--- src/rtl/core/assert_macros.svh ---
// ----------------------------------------------------------------------------
// Assertion macros
// Shared concurrent assertion forms, clocked on clk and quiet during reset.
// ----------------------------------------------------------------------------
`ifndef ASSERT_MACROS_SVH
`define ASSERT_MACROS_SVH

// Same-cycle implication.
`define SHSE_ASSERT_IMPL(lbl, ante, cons, msg) \
    lbl: assert property (@(posedge clk) disable iff (!rst_n) (ante) |-> (cons)) \
        else $error(msg);

// Next-cycle implication.
`define SHSE_ASSERT_NEXT(lbl, ante, cons, msg) \
    lbl: assert property (@(posedge clk) disable iff (!rst_n) (ante) |=> (cons)) \
        else $error(msg);

`endif

--- src/rtl/core/shse_pkg.sv ---
// ----------------------------------------------------------------------------
// String hash set engine package
// Sizes, command and status codes, and the types shared by the engine.
// ----------------------------------------------------------------------------
`timescale 1ns / 1ps
`default_nettype none

package shse_pkg;

    localparam int HASH_W           = 64;
    localparam int CHAR_W           = 8;
    localparam int CMD_W            = 2;
    // Multiplier 31 is built as (h << 5) - h.
    localparam int MULT_SHIFT       = 5;

    // Bucket is the low hash bits, so BUCKETS must be a power of two.
    localparam int BUCKETS          = 1024;
    localparam int SLOTS_PER_BUCKET = 4;
    localparam int TOTAL_SLOTS      = BUCKETS * SLOTS_PER_BUCKET;
    localparam int BUCKET_W         = $clog2(BUCKETS);
    // Count wraps modulo 8192.
    localparam int COUNT_W          = 13;

    localparam int QUEUE_DEPTH      = 2;
    localparam int QPTR_W           = $clog2(QUEUE_DEPTH);
    localparam int QCNT_W           = $clog2(QUEUE_DEPTH + 1);

    localparam logic [CMD_W-1:0] CMD_ADD      = 2'd0;
    localparam logic [CMD_W-1:0] CMD_CONTAINS = 2'd1;
    localparam logic [CMD_W-1:0] CMD_DELETE   = 2'd2;

    localparam logic STATUS_OK   = 1'b0;
    localparam logic STATUS_FULL = 1'b1;

    typedef struct packed {
        logic [CMD_W-1:0]  cmd;
        logic [HASH_W-1:0] hash;
    } op_t;

    typedef struct packed {
        logic [SLOTS_PER_BUCKET-1:0]             valid;
        logic [SLOTS_PER_BUCKET-1:0][HASH_W-1:0] hashes;
    } row_t;

    typedef enum logic [1:0] {
        BK_CLEAR,
        BK_IDLE,
        BK_EXEC
    } back_state_t;

endpackage

`default_nettype wire

--- src/rtl/core/shse_queue.sv ---
// ----------------------------------------------------------------------------
// Operation queue
// Short FIFO that decouples the hash front end from the table back end.
// ----------------------------------------------------------------------------
`timescale 1ns / 1ps
`default_nettype none

module shse_queue (
    input  logic             clk,
    input  logic             rst_n,
    input  shse_pkg::op_t    push_op,
    input  logic             push_valid,
    output logic             push_ready,
    output shse_pkg::op_t    pop_op,
    output logic             pop_valid,
    input  logic             pop_ready
);

    shse_pkg::op_t               entries_reg [shse_pkg::QUEUE_DEPTH];
    logic [shse_pkg::QPTR_W-1:0] wr_ptr_reg, wr_ptr_next;
    logic [shse_pkg::QPTR_W-1:0] rd_ptr_reg, rd_ptr_next;
    logic [shse_pkg::QCNT_W-1:0] count_reg, count_next;
    logic                        push;
    logic                        pop;

    assign push_ready = (count_reg != shse_pkg::QCNT_W'(shse_pkg::QUEUE_DEPTH));
    assign pop_valid  = (count_reg != '0);
    assign pop_op     = entries_reg[rd_ptr_reg];
    assign push       = push_valid && push_ready;
    assign pop        = pop_valid && pop_ready;

    always_comb
    begin
        wr_ptr_next = wr_ptr_reg;
        rd_ptr_next = rd_ptr_reg;
        count_next  = count_reg;
        if (push)
        begin
            wr_ptr_next = (wr_ptr_reg == shse_pkg::QPTR_W'(shse_pkg::QUEUE_DEPTH - 1))
                        ? '0 : wr_ptr_reg + 1'b1;
        end
        if (pop)
        begin
            rd_ptr_next = (rd_ptr_reg == shse_pkg::QPTR_W'(shse_pkg::QUEUE_DEPTH - 1))
                        ? '0 : rd_ptr_reg + 1'b1;
        end
        if (push && !pop)
        begin
            count_next = count_reg + 1'b1;
        end
        else if (pop && !push)
        begin
            count_next = count_reg - 1'b1;
        end
    end

    always_ff @(posedge clk or negedge rst_n)
    begin
        if (!rst_n)
        begin
            wr_ptr_reg <= '0;
            rd_ptr_reg <= '0;
            count_reg  <= '0;
        end
        else
        begin
            wr_ptr_reg <= wr_ptr_next;
            rd_ptr_reg <= rd_ptr_next;
            count_reg  <= count_next;
        end
    end

    always_ff @(posedge clk)
    begin
        if (push)
        begin
            entries_reg[wr_ptr_reg] <= push_op;
        end
    end

endmodule

`default_nettype wire

--- config.mk ---
export PLATFORM = sky130hd
export DESIGN_NAME = shse_queue
export DESIGN_NICKNAME = d
export VERILOG_FILES = /design/src/rtl/core/assert_macros.svh /design/src/rtl/core/shse_pkg.sv /design/src/rtl/core/shse_queue.sv
export SDC_FILE = /design/constraint.sdc
export NUM_CORES = 1
export LEC_CHECK = 0
export ABC_AREA = 1
export BUFFER_PORTS_ARGS = -buffer_cell sky130_fd_sc_hd__buf_2
export CAP_MARGIN = 20
export CORE_UTILIZATION = 54
export CTS_BUF_LIST = sky130_fd_sc_hd__clkbuf_8
export DETAILED_ROUTE_END_ITERATION = 12
export PLACE_DENSITY = 0.82
export SKIP_CTS_REPAIR_TIMING = 1
export SYNTH_ARGS = -nofsm -noshare
export SYNTH_HDL_FRONTEND = slang
export SYNTH_SLANG_ARGS = --single-unit
--- constraint.sdc ---
create_clock -name clk -period 4.9 [get_ports clk]
set_input_delay 0 -clock clk [delete_from_list [all_inputs] [get_ports clk]]
set_output_delay 0 -clock clk [all_outputs]
set_load 0.01 [all_outputs]
==> impl_metrics.json <==
{
  "htreeDepth": 4,
  "critPathKind": "flip-flop to output port",
  "p_per_area_nw_per_um2": 569.4,
  "tightest_slew_ps": 716.1,
  "worstReg2RegStart": "count_reg[0]",
  "n_antenna_cell": 0,
  "wl_per_cell_um": 15.41,
  "largest_reg_flops": 132,
  "cp_slowest_stage_delay_ps": 830,
  "path_clk_slew_ps": 70,
  "cts_max_path_buffers": 2,
  "vias_per_cell": 4.866,
  "grt_pass1_wl_um": 14100,
  "min_to": "wr_ptr_reg",
  "hp-class": "input pin to flip-flop",
  "final_area_um2": 6979,
  "synth_largest_area_cell": "edfxtp_1",
  "ant_nets": 0,
  "yosysSeqAreaShare_pct": 80.70,
  "cts.sinks": 136,
  "cp-end-kind": "output port",
  "worst-path-buf-inv": 3,
  "synth_edf_count": 132,
  "leakage_nw": 3.039,
  "critPathTopFamily": "buffers and inverters",
  "numCtsBuffers": 17,
  "slowest_stage": "dfrtp_2",
  "crit_top_cell": "nand2_1",
  "dieArea_um2": 9716,
  "via_count": 3455,
  "synth_cell_types": 14,
  "maxSlewViolCount": 0,
  "crit_cells": 5,
  "max_freq_mhz": 432.0,
  "ioPinCount": 138,
  "power_w": 0.003974,
  "hold_viol": 0,
  "netlist_top_cells_count": "nand2_1, edfxtp_1, buf_2",
  "fillCellCount": 541,
  "grt_antenna_before_repair": 0,
  "grt_overflow_total": 0,
  "drtPass1Iterations": 4,
  "grt_max_degree": 69,
  "final_util_pct": 78.50,
  "ir_drop_mv": 0.3352,
  "worstPathCellList": "inv_2 > buf_12 > nand2_1 > nand2_1 > buf_2",
  "worstReg2RegEnd": "entries_reg[0][50]",
  "synth_nets": 445,
  "critPathLaunch": "rd_ptr_reg",
  "clock-skew-final_ps": 10.31,
  "wl_um": 10940,
  "min_period_over_period_pct": 47.25,
  "clk_latency_ps": 420,
  "fin_tns_setup_ps": 0,
  "reg2regPathDepth": 5,
  "cp_max_fo": 40,
  "yosys_warnings": 0,
  "rsz0062_at_grt": "false",
  "start_util_pct": 56.64,
  "async_flop_share_pct": 2.941,
  "hp-start": "push_valid",
  "gp_congestion": 0.7681,
  "slew_headroom_pct": 52.26,
  "synth.area.top_cells": "edfxtp_1, nand2_1, dfrtp_1, buf_6, buf_2",
  "syn_avg_cell_area_um2": 13.47,
  "grt_util_all_layers_pct": 19.62,
  "drc_errors": 0,
  "netlist_area_um2": 5036,
  "die_w_um": 98.57,
  "cts_root_buffer": "clkbuf_8",
  "cp.required_ps": 4900,
  "status": "complete, no violations",
  "final_layout_size_suffix_gt1_share_pct": 29.07,
  "synthCells": 374,
  "ys.flop_type": "edfxtp_1",
  "core_area_um2": 8891,
  "drt-initial-drc-count": 219,
  "port_buffers": 137,
  "placed_cell_area_um2": 5777,
  "cts_tree": "built",
  "cap_viol_max_count": 0,
  "grt_pass1_vias": 2928,
  "cp-start-kind": "flip-flop",
  "rows": 34,
  "setup_viol": 0,
  "synth_most_common_cell": "nand2_1",
  "yosys.area.top_type_share_pct": 78.71,
  "dp_hpwl_um": 5581,
  "hold_depth": 3,
  "die_y_um": 98.57,
  "min_period_ps": 2315,
  "ff2ff_setup_slack_ps": 2580,
  "synthToLayoutAreaGrowth_pct": 38.58,
  "whs_ps": 63.56,
  "critPathArrivalTime_ps": 2320,
  "layout.nets": 660,
  "ys_ff_latch": 136
}
[worst reg2reg max path: stages (launching register included)]
cell and delay (ps):
dfrtp_1 390, inv_1 90, nand2_1 80, nand2_1 170, nor2_4 600, buf_4 610
[final cells by class]
| cell class | count | area, µm² | area share, % |
|---|---|---|---|
| clock buffers | 17 | 234.0 | 3.352 |
| clock inverters | 15 | 210.2 | 3.012 |
| inverters | 7 | 26.28 | 0.3765 |
| repair buffers | 211 | 1459 | 20.90 |
| multi-input cells | 216 | 849.6 | 12.17 |
| flip-flops and latches | 136 | 4065 | 58.25 |
| well taps | 108 | 135.1 | 1.936 |
[through the flow]
step           instances  worst slack, ps
2_1_floorplan        374            977.5
4_1_cts              638             1995
5_1_grt              710             2380
3_3_place_gp         606             2435
3_5_place_dp         606             2409
6_report             710             2585
[power by group]
| part | internal, W | switching [W] | leakage (nW) |
|---|---|---|---|
| Combinational | 0.000454 | 0.000789 | 1.55 |
| Sequential | 0.00159 | 0.000117 | 1.27 |
| Clock | 0.000599 | 0.000426 | 0.218 |
[cell usage in the layout (no fill, tap or decap), types with 2 or more instances in the layout]
cell             n
buf_4            2
clkinvlp_4       4
buf_12           2
bufinv_16        5
inv_1            8
dlygate4sd3_1   69
nand2_1        208
edfxtp_1       132
buf_2          137
clkbuf_8        17
nor2_4           2
dfrtp_1          3
nand3_1          2
clkinv_2         2
[per-layer routing]
layer / global-route usage (%) / routed length, µm / up-vias
met5: 0 / 0 / -
met4: 7.003 / 259 / 0
met3: 6.383 / 491 / 18
met2: 33.53 / 5938 / 132
met1: 23.52 / 4251 / 1622
li1: - / - / 1683
[worst max-delay path by stage]
stage,endpoint,slack [ps]
final,pop_op[63],2580
after global routing,entries_reg[0][59],2380
after CTS,pop_op[39],1990
after detailed placement,rd_ptr_reg,2410
after global placement,rd_ptr_reg,2440
after floorplan,entries_reg[0][0],980
[logic make-up (layout without fill, tap and decap cells)]
group,after synthesis,count (layout),synth area share [%]
simple gates,213,213,15.98
fa+ha+maj,1,1,0.2484
xor+xnor,2,2,0.3479
buf+inv,22,250,2.733
flops,136,136,80.70
(Power assumes the default switching activity.)
