==> src/rtl/core/assert_macros.svh <==
// ----------------------------------------------------------------------------
// Assertion macros
// Shared concurrent assertion forms, clocked on clk and quiet during reset.
// ----------------------------------------------------------------------------
`ifndef ASSERT_MACROS_SVH
`define ASSERT_MACROS_SVH

// Same-cycle implication.
`define SHSE_ASSERT_IMPL(lbl, ante, cons, msg) \
    lbl: assert property (@(posedge clk) disable iff (!rst_n) (ante) |-> (cons)) \
        else $error(msg);

// Next-cycle implication.
`define SHSE_ASSERT_NEXT(lbl, ante, cons, msg) \
    lbl: assert property (@(posedge clk) disable iff (!rst_n) (ante) |=> (cons)) \
        else $error(msg);

`endif

==> src/rtl/core/shse_pkg.sv <==
// ----------------------------------------------------------------------------
// String hash set engine package
// Sizes, command and status codes, and the types shared by the engine.
// ----------------------------------------------------------------------------
`timescale 1ns / 1ps
`default_nettype none

package shse_pkg;

    localparam int HASH_W           = 64;
    localparam int CHAR_W           = 8;
    localparam int CMD_W            = 2;
    // Multiplier 31 is built as (h << 5) - h.
    localparam int MULT_SHIFT       = 5;

    // Bucket is the low hash bits, so BUCKETS must be a power of two.
    localparam int BUCKETS          = 1024;
    localparam int SLOTS_PER_BUCKET = 4;
    localparam int TOTAL_SLOTS      = BUCKETS * SLOTS_PER_BUCKET;
    localparam int BUCKET_W         = $clog2(BUCKETS);
    // Count wraps modulo 8192.
    localparam int COUNT_W          = 13;

    localparam int QUEUE_DEPTH      = 2;
    localparam int QPTR_W           = $clog2(QUEUE_DEPTH);
    localparam int QCNT_W           = $clog2(QUEUE_DEPTH + 1);

    localparam logic [CMD_W-1:0] CMD_ADD      = 2'd0;
    localparam logic [CMD_W-1:0] CMD_CONTAINS = 2'd1;
    localparam logic [CMD_W-1:0] CMD_DELETE   = 2'd2;

    localparam logic STATUS_OK   = 1'b0;
    localparam logic STATUS_FULL = 1'b1;

    typedef struct packed {
        logic [CMD_W-1:0]  cmd;
        logic [HASH_W-1:0] hash;
    } op_t;

    typedef struct packed {
        logic [SLOTS_PER_BUCKET-1:0]             valid;
        logic [SLOTS_PER_BUCKET-1:0][HASH_W-1:0] hashes;
    } row_t;

    typedef enum logic [1:0] {
        BK_CLEAR,
        BK_IDLE,
        BK_EXEC
    } back_state_t;

endpackage

`default_nettype wire

==> src/rtl/core/shse_if.sv <==
// ----------------------------------------------------------------------------
// String hash set engine channels
// Character input channel and result output channel, valid/ready handshake.
// ----------------------------------------------------------------------------
`timescale 1ns / 1ps
`default_nettype none

interface shse_char_if;
    logic                                valid;
    logic                                ready;
    logic [shse_pkg::CMD_W-1:0]          cmd;
    logic signed [shse_pkg::CHAR_W-1:0]  char_code;
    logic                                char_valid;
    logic                                last_char;

    modport source (output valid, cmd, char_code, char_valid, last_char, input ready);
    modport sink   (input valid, cmd, char_code, char_valid, last_char, output ready);
endinterface


`default_nettype wire

==> src/rtl/core/shse_front.sv <==
// ----------------------------------------------------------------------------
// Hash front end
// Folds characters into the running hash and issues an operation on the
// last item of each string.
// ----------------------------------------------------------------------------
`timescale 1ns / 1ps
`default_nettype none

module shse_front (
    input  logic             clk,
    input  logic             rst_n,
    shse_char_if.sink        chars,
    output shse_pkg::op_t    op,
    output logic             op_valid,
    input  logic             op_ready
);

    logic [shse_pkg::HASH_W-1:0] hash_reg;
    logic [shse_pkg::HASH_W-1:0] hash_next;
    logic [shse_pkg::HASH_W-1:0] char_ext;
    logic [shse_pkg::HASH_W-1:0] hash_step;
    logic [shse_pkg::HASH_W-1:0] hash_upd;
    logic                        accept;

    always_comb
    begin
        char_ext  = {{(shse_pkg::HASH_W - shse_pkg::CHAR_W){chars.char_code[shse_pkg::CHAR_W-1]}},
                     chars.char_code};
        hash_step = (hash_reg << shse_pkg::MULT_SHIFT) - hash_reg + char_ext;
        hash_upd  = chars.char_valid ? hash_step : hash_reg;
    end

    assign chars.ready = op_ready;
    assign accept      = chars.valid && op_ready;
    assign op_valid    = chars.valid && chars.last_char;
    assign op.cmd      = chars.cmd;
    assign op.hash     = hash_upd;

    always_comb
    begin
        hash_next = hash_reg;
        if (accept)
        begin
            // restart the hash once the string is handed off
            hash_next = chars.last_char ? '0 : hash_upd;
        end
    end

    always_ff @(posedge clk or negedge rst_n)
    begin
        if (!rst_n)
        begin
            hash_reg <= '0;
        end
        else
        begin
            hash_reg <= hash_next;
        end
    end

endmodule

`default_nettype wire

==> src/flat_wrapper.sv <==
// flat-port wrapper written by rule: the top's interface ports become plain ports
module shse_front_flat 
  (clk, rst_n, op, op_valid, op_ready, chars_valid, chars_cmd, chars_char_code, chars_char_valid, chars_last_char, chars_ready);
  shse_char_if chars_i ();
  input  logic clk;
  input  logic rst_n;
  output shse_pkg::op_t op;
  output logic op_valid;
  input  logic op_ready;
  input wire logic [$bits(chars_i.valid)-1:0] chars_valid;
  input wire logic [$bits(chars_i.cmd)-1:0] chars_cmd;
  input wire logic [$bits(chars_i.char_code)-1:0] chars_char_code;
  input wire logic [$bits(chars_i.char_valid)-1:0] chars_char_valid;
  input wire logic [$bits(chars_i.last_char)-1:0] chars_last_char;
  output wire logic [$bits(chars_i.ready)-1:0] chars_ready;
  assign chars_i.valid = chars_valid;
  assign chars_i.cmd = chars_cmd;
  assign chars_i.char_code = chars_char_code;
  assign chars_i.char_valid = chars_char_valid;
  assign chars_i.last_char = chars_last_char;
  assign chars_ready = chars_i.ready;
  shse_front u_core (.clk(clk), .rst_n(rst_n), .chars(chars_i), .op(op), .op_valid(op_valid), .op_ready(op_ready));
endmodule
==> config.mk <==
export PLATFORM = sky130hd
export DESIGN_NAME = shse_front_flat
export DESIGN_NICKNAME = d
export VERILOG_FILES = /design/src/rtl/core/assert_macros.svh /design/src/rtl/core/shse_pkg.sv /design/src/rtl/core/shse_if.sv /design/src/rtl/core/shse_front.sv /design/src/flat_wrapper.sv
export SDC_FILE = /design/constraint.sdc
export NUM_CORES = 1
export LEC_CHECK = 0
export ABC_AREA = 1
export BUFFER_PORTS_ARGS = -buffer_cell sky130_fd_sc_hd__buf_2
export CAP_MARGIN = 20
export CORE_ASPECT_RATIO = 0.9
export CORE_MARGIN = 8
export CORE_UTILIZATION = 35
export DETAILED_ROUTE_END_ITERATION = 12
export GPL_TIMING_DRIVEN = 1
export SLEW_MARGIN = 10
export SYNTH_ARGS = -nofsm -noshare
export SYNTH_HDL_FRONTEND = slang
export SYNTH_SLANG_ARGS = --single-unit
==> constraint.sdc <==
create_clock -name clk -period 4.9 [get_ports clk]
set_input_delay 0.245 -clock clk [delete_from_list [all_inputs] [get_ports clk]]
set_output_delay 0.245 -clock clk [all_outputs]
set_load 0.05 [all_outputs]
==> summary.md, run 1 <==
| Metric | Value |
|---|---|
| Fmax | `254.3 MHz` |
| Post-CTS resize count | `0` |
| Seq/Total Area, Yosys | `0.1470` |
| Core ar. | `30760 um2` |
| Post-synth EDFFs | `0` |
| Metal3 WL | `about 2.5 mm` |
| DIE WIDTH | `202 um` |
| Cell count after synthesis | `about 1900` |
| Top post-synthesis cells by count | `nand2_1, inv_1, nand3_1` |
| Non-Filler Instances | `2401` |
| Synth cell types | `36` |
| Initial antenna violation count | `0` |
| Tcrit/Tclk final | `0.8027` |
| Critical path peak fanout | `4` |
| Die footprint | `between 30000 and 40000 um2` |
| Most frequent cell after synthesis | `nand2_1` |
| Synth warn | `0` |
| Antenna Nets Post-Route | `0` |
| CTS clock-pin slew for the worst setup and hold paths | `0.08 ns` |
| Fillers | `3466` |
| Depth of the CTS H-tree | `3` |
| Slew margin rel. | `0.3861` |
| Max reg flops | `64` |
| # Post-CTS Setup Buffers | `0` |
| Area share of the largest cell type after synthesis | `0.2549` |
| Via Count | `11060` |
| Seq cells post-synth | `64` |
| Max-cap violations | `0` |
| Setup TNS | `0 ns` |
| Syn Area/Cell | `5.685 um2` |
| Metal-1 WL | `19.63 mm` |
| Critical path type | `flip-flop to primary output` |
| Fin. max-slew vios | `0` |
| Port Buffers | `approximately 80` |
| Post-Syn Area | `10900 um2` |
| CTS tree | `yes` |
| Status | `finished clean` |
| Hold Crit Class | `input pin to async pin` |
| Met2 WL | `~15 mm` |
| Vias in the first global route | `10480` |
| Vias per cell | `4.605` |
| Post-Place Cells | `about 2400` |
| GR Overflow Total | `0` |
| GRT Resource Usage Total | `0.2026` |
| Row count | `61` |
| Share of cells above drive strength 1 | `0.07333` |
| First-pass GRT wire length | `58.72 mm` |
| Hold Violations, Final | `0` |
| Top cells by area, synth | `nand2_1, inv_1, dfrtp_1, fa_1, ha_1` |
| DRT Pass-1 Iters | `5` |
| TritonCTS Buffers | `9` |
| Layout area overhead | `10.80%` |
| Top Ports | `84` |
| Clk sinks | `64` |
| Fin nets | `2128` |
| CTS Hold Bufs | `0` |
| Final WL | `37.13 mm` |
| Primary FF master, synth | `dfrtp_1` |
| Placer Congestion | `0.9885` |
| WP data arrival | `~3.7 ns` |
| Syn_nets | `2059` |
| Largest net degree at the start of global routing | `75` |
| Worst-Skew Late Latency | `0.36 ns` |
| Worst-Margin Slew | `0.9208 ns` |
| Register area | `~1600 um2` |
| Fin crit period | `between 3 and 4 ns` |
| Final setup fails | `0` |
| Fin area | `approximately 12000 um2` |
| Clock root buffer | `clkbuf_16` |
| CP required | `4.66 ns` |
| Dpl cell area | `11750 um2` |
| Crit end category | `primary output` |
| Wire length per cell | `15.46 um` |
| Worst Skew | `0.02064 ns` |
| Multi-input combinational cell area | `7177 um2` |
| Die height | `183.4 um` |
| 1st-iter DRT viols | `861` |
| RSZ-0062 raised after global routing | `no` |
| Placed wire-length estimate | `31.08 mm` |
| Remaining DRCs | `0` |
| Async set-reset flop share out of synthesis | `1.000` |
| Post-synth top area cell | `nand2_1` |
| Initial core utilization | `0.3543` |
| Clk buf depth | `2` |
| Top Metal Used | `met4` |
| CP Launch Type | `flip-flop` |
==> cell type report <==
type                    count  share of cell area
multi-input cells        1292              0.5943
inverters                 533              0.1660
flip-flops and latches     64              0.1326
well taps                 409             0.04238
repair buffers             86             0.03979
clock buffers               9             0.01865
clock inverters             7            0.006010
diodes                      1           0.0002072
==> cell families (layout without fill, tap and decap cells) <==
logic type	Yosys count	in the layout	share of synthesized area
adders and majority gates	126	126	0.1853
and+or+nand+nor	1017	1017	0.3831
other	0	1	0
DFF	64	64	0.1470
buffers and inverters	561	635	0.1949
xor gates and xnor gates	29	29	0.02331
AOI/OAI and AO/OA	120	120	0.06636
==> worst max-delay path, stage by stage (launching register included) <==
cell and delay, ns:
dfrtp_1 0.42, inv_1 0.15, fa_1 0.53, inv_1 0.04, ha_1 0.34, nand2_1 0.15, nor2_2 0.22, nand2_1 0.10
inv_1 0.07, nand2_1 0.05, nand2_1 0.13, nand2_1 0.07, nand2_1 0.20, nand2_1 0.20, nand2_1 0.10, nand2_1 0.05
nand3_1 0.10, and2_1 0.15, buf_2 0.26
==> final timing paths <==
kind,slack [ns],start,cells after the start,to
setup / recovery,0.97,u_core.hash_reg[7],18,op[47]
hold / removal,0.08,rst_n,2,u_core.hash_reg[32]
setup reg to reg,1.70,u_core.hash_reg[7],17,u_core.hash_reg[47]
hold reg to reg,0.53,u_core.hash_reg[63],2,u_core.hash_reg[63]
max in group asynchronous,4.17,rst_n,2,u_core.hash_reg[17]
min in group clk,0.26,chars_last_char,4,u_core.hash_reg[32]
==> cells in the final DEF (no fill, tap or decap), types with 6 or more instances in the layout <==
| master | count |
|---|---|
| and2_1 | 30 |
| o21ai_2 | 11 |
| or2_2 | 6 |
| clkbuf_16 | 9 |
| inv_1 | 529 |
| xnor2_1 | 16 |
| o21ai_0 | 35 |
| fa_1 | 59 |
| a21oi_1 | 39 |
| nor2_1 | 102 |
| ha_1 | 67 |
| xor2_1 | 13 |
| buf_2 | 79 |
| o22ai_1 | 10 |
| nand3_1 | 107 |
| a21boi_0 | 8 |
| nand2_1 | 740 |
| nor3_1 | 6 |
| nand3_2 | 8 |
| dfrtp_1 | 64 |
==> stage by stage <==
stage / util / worst slack, ns / hold WS, ns
global route: 0.3925 / 0.7607 / 0.1757
floorplan: - / 0.1642 / -0.05059
detailed placement: 0.3819 / 1.038 / 0.4903
CTS: 0.3916 / 1.023 / 0.1327
finish: 0.3926 / 0.9669 / 0.07571
global placement: 0.3819 / 1.018 / 0.4903
==> per-layer routing <==
metal  track usage  vias to the layer above
li1              -                     5720
met1        0.3179                     5044
met2        0.2887                      277
met3       0.03210                       15
met4       0.02891                        0
met5             0                        -
Power of run 1 is left out: the tool's default activity adds up to more than one toggle a clock period on the data nets, which glitch-free logic cannot reach.
==> inputs of run 2 (changes only) <==
==> constraint.sdc (replaced) <==
create_clock -name clk -period 3.3 [get_ports clk]
set_input_delay 0.165 -clock clk [delete_from_list [all_inputs] [get_ports clk]]
set_output_delay 0.165 -clock clk [all_outputs]
set_load 0.05 [all_outputs]
==> run 2 against run 1 <==
  * The flow now finishes with violations (setup timing)
  * Utilization increased by 18 points
  * Setup slack lost 1.1 ns
  * Hold slack improved by 0.19 ns
  * Sequential cell count stayed put
  * Sequential share of layout area decreased by 4.1 points
  * Critical path depth fell by 3
  * First-iteration DRC count is 16% lower
  * Wire length is 17% higher
  * Global-route usage is 2.7 points higher
  * Critical endpoint is now op[60]
  * Largest cell class unchanged
  * Highest routed layer unchanged
==> summary.md, run 2 (synthesis gave the netlist of run 1 again) <==
| Metric | Value |
|---|---|
| Die footprint | `37050 um2` |
| Critical path type | `flip-flop to primary output` |
| Worst-Margin Slew | `0.9591 ns` |
| RSZ-0062 raised after global routing | `yes` |
| Fin area | `17540 um2` |
| Slew margin rel. | `0.3606` |
| Vias per cell | `between 4 and 5` |
| Crit end category | `primary output` |
| Initial antenna violation count | `0` |
| Max-cap violations | `0` |
| Top Ports | `84` |
| Fin. max-slew vios | `0` |
| Port Buffers | `79` |
| Placed wire-length estimate | `33.95 mm` |
| CTS tree | `yes` |
| Layout area overhead | `60.96%` |
| Dpl cell area | `13980 um2` |
| 1st-iter DRT viols | `about 700` |
| R2R setup slack | `-0.04 ns` |
| Clk sinks | `64` |
| WP data arrival | `3.23 ns` |
| Core ar. | `30760 um2` |
| Max reg flops | `64` |
| Fin crit period | `3.396 ns` |
| Final setup fails | `27` |
| First-pass GRT wire length | `65.74 mm` |
| TritonCTS Buffers | `9` |
| CTS clock-pin slew for the worst setup and hold paths | `~0.060 ns` |
| Tcrit/Tclk final | `1.029` |
| Final antenna diode count | `0` |
| Die height | `about 180 um` |
| Met2 WL | `18.26 mm` |
| Fin worst setup slack | `-0.09618 ns` |
| Metal3 WL | `~2.2 mm` |
| CP Launch Type | `flip-flop` |
| Depth of the CTS H-tree | `3` |
| CP Launch Point | `u_core.hash_reg[17]` |
| Top Metal Used | `met4` |
| DRT Pass-1 Iters | `7` |
| Worst-Skew Late Latency | `0.38 ns` |
| Commonest cells after routing, fill and taps aside | `nand2_1, inv_1, nand2_2` |
| Via Count | `around 12000` |
| Placer Congestion | `0.9789` |
| CP required | `approximately 3.1 ns` |
| Vias in the first global route | `11560` |
| Worst setup endpoint | `op[60]` |
| Reg2reg start | `u_core.hash_reg[27]` |
| Initial core utilization | `0.3543` |
| Commonest non-fill, non-tap cell in the layout | `nand2_1` |
| Fmax | `294.4 MHz` |
| GR Overflow Total | `0` |
| DIE WIDTH | `roughly 200 um` |
| Clock root buffer | `clkbuf_16` |
| Fin nets | `2306` |
| Final WL | `43.58 mm` |
| GRT Resource Usage Total | `0.2297` |
| Row count | `61` |
| Hold Crit Class | `input pin to flip-flop` |
| Hold Violations, Final | `0` |
| Failing checks | `setup timing` |
| Critical path peak fanout | `4` |
| Clk buf depth | `2` |
| R2R cell count | `20` |
| Worst Skew | `~0.013 ns` |
| Status | `finished, violations left` |
| Remaining DRCs | `0` |
| Largest net degree at the start of global routing | `65` |
| Setup WS pre-CTS | `-0.2237 ns` |
| Share of cells above drive strength 1 | `0.4742` |
| Antenna Nets Post-Route | `0` |
| Metal-1 WL | `between 20 and 25 mm` |
| Critical R2R Capture | `u_core.hash_reg[61]` |
| Wire length per cell | `16.91 um` |
## run 2: metal layers
| layer | track usage | vias up |
|---|---|---|
| met3 | 0.03810 | 36 |
| li1 | - | 6083 |
| met2 | 0.3306 | 288 |
| met1 | 0.3497 | 5768 |
| met4 | 0.05168 | 0 |
| met5 | 0 | - |
## run 2: per-stage QoR
stage | setup TNS (ns) | hold WS (ns) | instances | utilization
floorplan | -53.88 | -0.1306 | 1917 | -
global placement | -0.9329 | 0.3304 | 2479 | 0.4545
detailed placement | -1.022 | 0.3304 | 2479 | 0.4545
CTS | -0.8329 | 0.2390 | 2542 | 0.5164
global route | -5.425 | 0.2660 | 2577 | 0.5703
finish | -1.105 | 0.2609 | 2577 | 0.5703
## run 2: layout make-up
type,count,area [um2]
Multi-Input combinational cell,1292,10720
Fill cell,2951,13220
Sequential cell,64,1609
Clock inverter,3,40.04
Tap cell,409,511.7
Timing Repair Buffer,264,2374
Inverter,533,2022
Clock buffer,12,266.5
## run 2: worst max-delay path, stage by stage, from the launching register on
cell	delay, ns
dfrtp_1	0.40
inv_2	0.10
fa_1	0.55
inv_2	0.05
ha_4	0.29
nand2_4	0.08
nor2_4	0.18
nand2_1	0.12
nor2_1	0.14
nand2_1	0.11
nand2_4	0.15
nand2_2	0.08
nand3_2	0.07
nand3_2	0.14
and2_4	0.24
buf_8	0.14
## run 2: worst min-delay path by stage
stage | from | end | cells after the start
global route | chars_last_char | u_core.hash_reg[26] | 4
CTS | chars_last_char | u_core.hash_reg[26] | 4
floorplan | rst_n | u_core.hash_reg[0] | 0
finish | chars_last_char | u_core.hash_reg[26] | 4
detailed placement | chars_cmd[0] | op[64] | 0
global placement | chars_cmd[0] | op[64] | 0
## run 2: repair_timing
action                     CTS  global route
resized for setup          368           389
hold endpoints to repair    64             0
buffers inserted            47            38
hold buffers                 1             0
pin swaps                  143           209
setup endpoints to repair   51            53
Power of run 2 is left out for the same reason.
==> inputs of run 3 (changes only) <==
--- a/config.mk
+++ b/config.mk
@@ -8,11 +8,15 @@
 export ABC_AREA = 1
 export BUFFER_PORTS_ARGS = -buffer_cell sky130_fd_sc_hd__buf_2
 export CAP_MARGIN = 20
+export CELL_PAD_IN_SITES_DETAIL_PLACEMENT = 1
+export CELL_PAD_IN_SITES_GLOBAL_PLACEMENT = 1
 export CORE_ASPECT_RATIO = 0.9
 export CORE_MARGIN = 8
 export CORE_UTILIZATION = 35
 export DETAILED_ROUTE_END_ITERATION = 12
 export GPL_TIMING_DRIVEN = 1
+export PLACE_DENSITY_LB_ADDON = 0.1
+export SETUP_SLACK_MARGIN = 0.5
 export SLEW_MARGIN = 10
 export SYNTH_ARGS = -nofsm -noshare
 export SYNTH_HDL_FRONTEND = slang
==> run 3 against run 2 <==
  * The run still ends with setup timing left
  * Wire length rose by 44%
  * Hold slack improved by 0.035 ns
  * Final area up 10%
  * Clock-buffer cell count down 2
  * Largest cell class unchanged
==> summary.md, run 3 (synthesis gave the netlist of run 1 again) <==
| Metric | Value |
|---|---|
| Fin worst setup slack | `-0.3533 ns` |
| Clock root buffer | `clkbuf_16` |
| Max reg flops | `64` |
| Final antenna diode count | `0` |
| Layout area overhead | `77.46%` |
| Placer Congestion | `0.9354` |
| Fin area | `19340 um2` |
| Slew margin rel. | `0.3152` |
| Vias in the first global route | `between 10000 and 15000` |
| Worst path most repeated cell | `nand2_1` |
| CP Launch Type | `flip-flop` |
| Hold Crit Class | `input pin to flip-flop` |
| Die height | `between 150 and 200 um` |
| DIE WIDTH | `202 um` |
| Max stage delay on crit path | `slightly above 0.5 ns` |
| CP required | `3.13 ns` |
| Fin nets | `approximately 2400` |
| Hold Violations, Final | `0` |
| Max-cap violations | `0` |
| First-pass GRT wire length | `83.43 mm` |
| 1st-iter DRT viols | `872` |
| Worst-Skew Late Latency | `between 0.3 and 0.4 ns` |
| Final core occ | `0.6288` |
| Core ar. | `between 30000 and 40000 um2` |
| CP cell instances | `buf_4 -> fa_1 -> inv_2 -> ha_4 -> nand2_4 -> buf_12 -> nor2_4 -> nand2_2 -> nor2_2 -> nand2_1 -> nand3_4 -> buf_12 -> nand2_4 -> nand2_1 -> nand2_1 -> nand3_1 -> o21a_4 -> buf_8` |
| Status | `finished, violations left` |
| Final setup fails | `47` |
| Hold WS | `0.2958 ns` |
| Via Count | `14010` |
| GRT Resource Usage Total | `0.2878` |
| Tcrit/Tclk final | `1.107` |
| Port Buffers | `just under 80` |
| Initial core utilization | `0.3543` |
| Top Ports | `84` |
| Fin. max-slew vios | `0` |
| Critical path type | `flip-flop to primary output` |
| Antenna Nets Post-Route | `0` |
| Fin crit period | `3.653 ns` |
| Commonest non-fill, non-tap cell in the layout | `nand2_1` |
| Crit end category | `primary output` |
| WP data arrival | `3.49 ns` |
| Failing checks | `setup timing` |
| Worst-Margin Slew | `1.027 ns` |
| Critical-path top delay cell | `fa_1` |
| Vias per cell | `between 5 and 6` |
| RSZ-0062 raised after global routing | `yes` |
| CTS clock-pin slew for the worst setup and hold paths | `about 0.060 ns` |
| DRT Pass-1 Iters | `5` |
| TritonCTS Buffers | `9` |
| Dpl cell area | `roughly 14000 um2` |
| Wire length per cell | `between 20 and 25 um` |
| Fmax | `approximately 270 MHz` |
| Row count | `61` |
| Commonest cells after routing, fill and taps aside | `nand2_1, inv_1, nand2_2` |
| GR Overflow Total | `0` |
| Die footprint | `between 30000 and 40000 um2` |
| Worst Skew | `0.01088 ns` |
| Depth of the CTS H-tree | `3` |
| Largest net degree at the start of global routing | `65` |
| Placed wire-length estimate | `38.08 mm` |
| Final WL | `roughly 63 mm` |
| Clk buf depth | `2` |
| Clk sinks | `64` |
| Initial antenna violation count | `0` |
| Share of cells above drive strength 1 | `0.5518` |
| CTS tree | `yes` |
| Remaining DRCs | `0` |
| Critical path peak fanout | `4` |
-- run 3: cell count changes in the layout (fill, tap and decap cells not counted), moves of 31 or more --
cell / before / now
buf_6: 45 / 93
inv_1: 390 / 344
nand2_1: 456 / 410
buf_4: 158 / 196
inv_2: 135 / 169
nand2_2: 187 / 218
-- run 3: layout make-up --
type                            instances  area [um2]
Timing Repair Buffer                  364        3620
Inverter                              533        2052
Fill cell                            3718       11420
Clock buffer                           10       229.0
Sequential cell                        64        1618
Multi-Input combinational cell       1292       11260
Clock inverter                          6       46.29
Tap cell                              409       511.7
-- run 3: metal layers --
| metal | track usage | routed length, um | vias up |
|---|---|---|---|
| li1 | - | - | 6276 |
| met1 | 0.3687 | 25540 | 6981 |
| met2 | 0.4870 | 30360 | 531 |
| met3 | 0.04268 | 3210 | 222 |
| met4 | 0.1051 | 3619 | 0 |
| met5 | 0 | 0 | - |
-- run 3: final timing paths --
check                               startpoint             endpoint  slack, ns  cells after the start
setup / recovery           u_core.hash_reg[20]               op[40]      -0.35                     18
hold / removal                 chars_last_char  u_core.hash_reg[49]       0.30                      4
setup reg to reg           u_core.hash_reg[16]  u_core.hash_reg[39]       0.04                     20
hold reg to reg            u_core.hash_reg[43]  u_core.hash_reg[43]       0.54                      2
max in group asynchronous                rst_n   u_core.hash_reg[6]       2.05                      2
min in group asynchronous                rst_n  u_core.hash_reg[19]       0.43                      2
-- run 3: what timing repair did --
action / CTS / global route
gates cloned: 0 / 1
gates resized for setup: 669 / 318
hold endpoints to repair: 64 / 0
endpoints found under the setup margin: 104 / 109
setup buffers: 114 / 62
hold buffers: 1 / 0
pin swaps: 208 / 226
-- run 3: through the flow --
step | instances | TNS (ns) | worst slack [ns]
after global routing | 2678 | -12.04 | -0.3857
after global placement | 2484 | -0.8478 | -0.1916
after floorplan | 1917 | -53.88 | -0.6560
after CTS | 2615 | -1.370 | -0.1328
after detailed placement | 2484 | -1.572 | -0.2309
final | 2678 | -9.021 | -0.3533
-- run 3: worst max-delay path: cells and delay by family (launching register included) --
| family | cells | cell delay, ns |
|---|---|---|
| flip-flops | 1 | 0.40 |
| buffers and inverters | 5 | 0.61 |
| AO/OA/AOI/OAI | 1 | 0.15 |
| adder cells (fa/ha/maj) | 2 | 0.82 |
| AND/OR/NAND/NOR | 10 | 1.12 |
Power of run 3 is left out for the same reason.
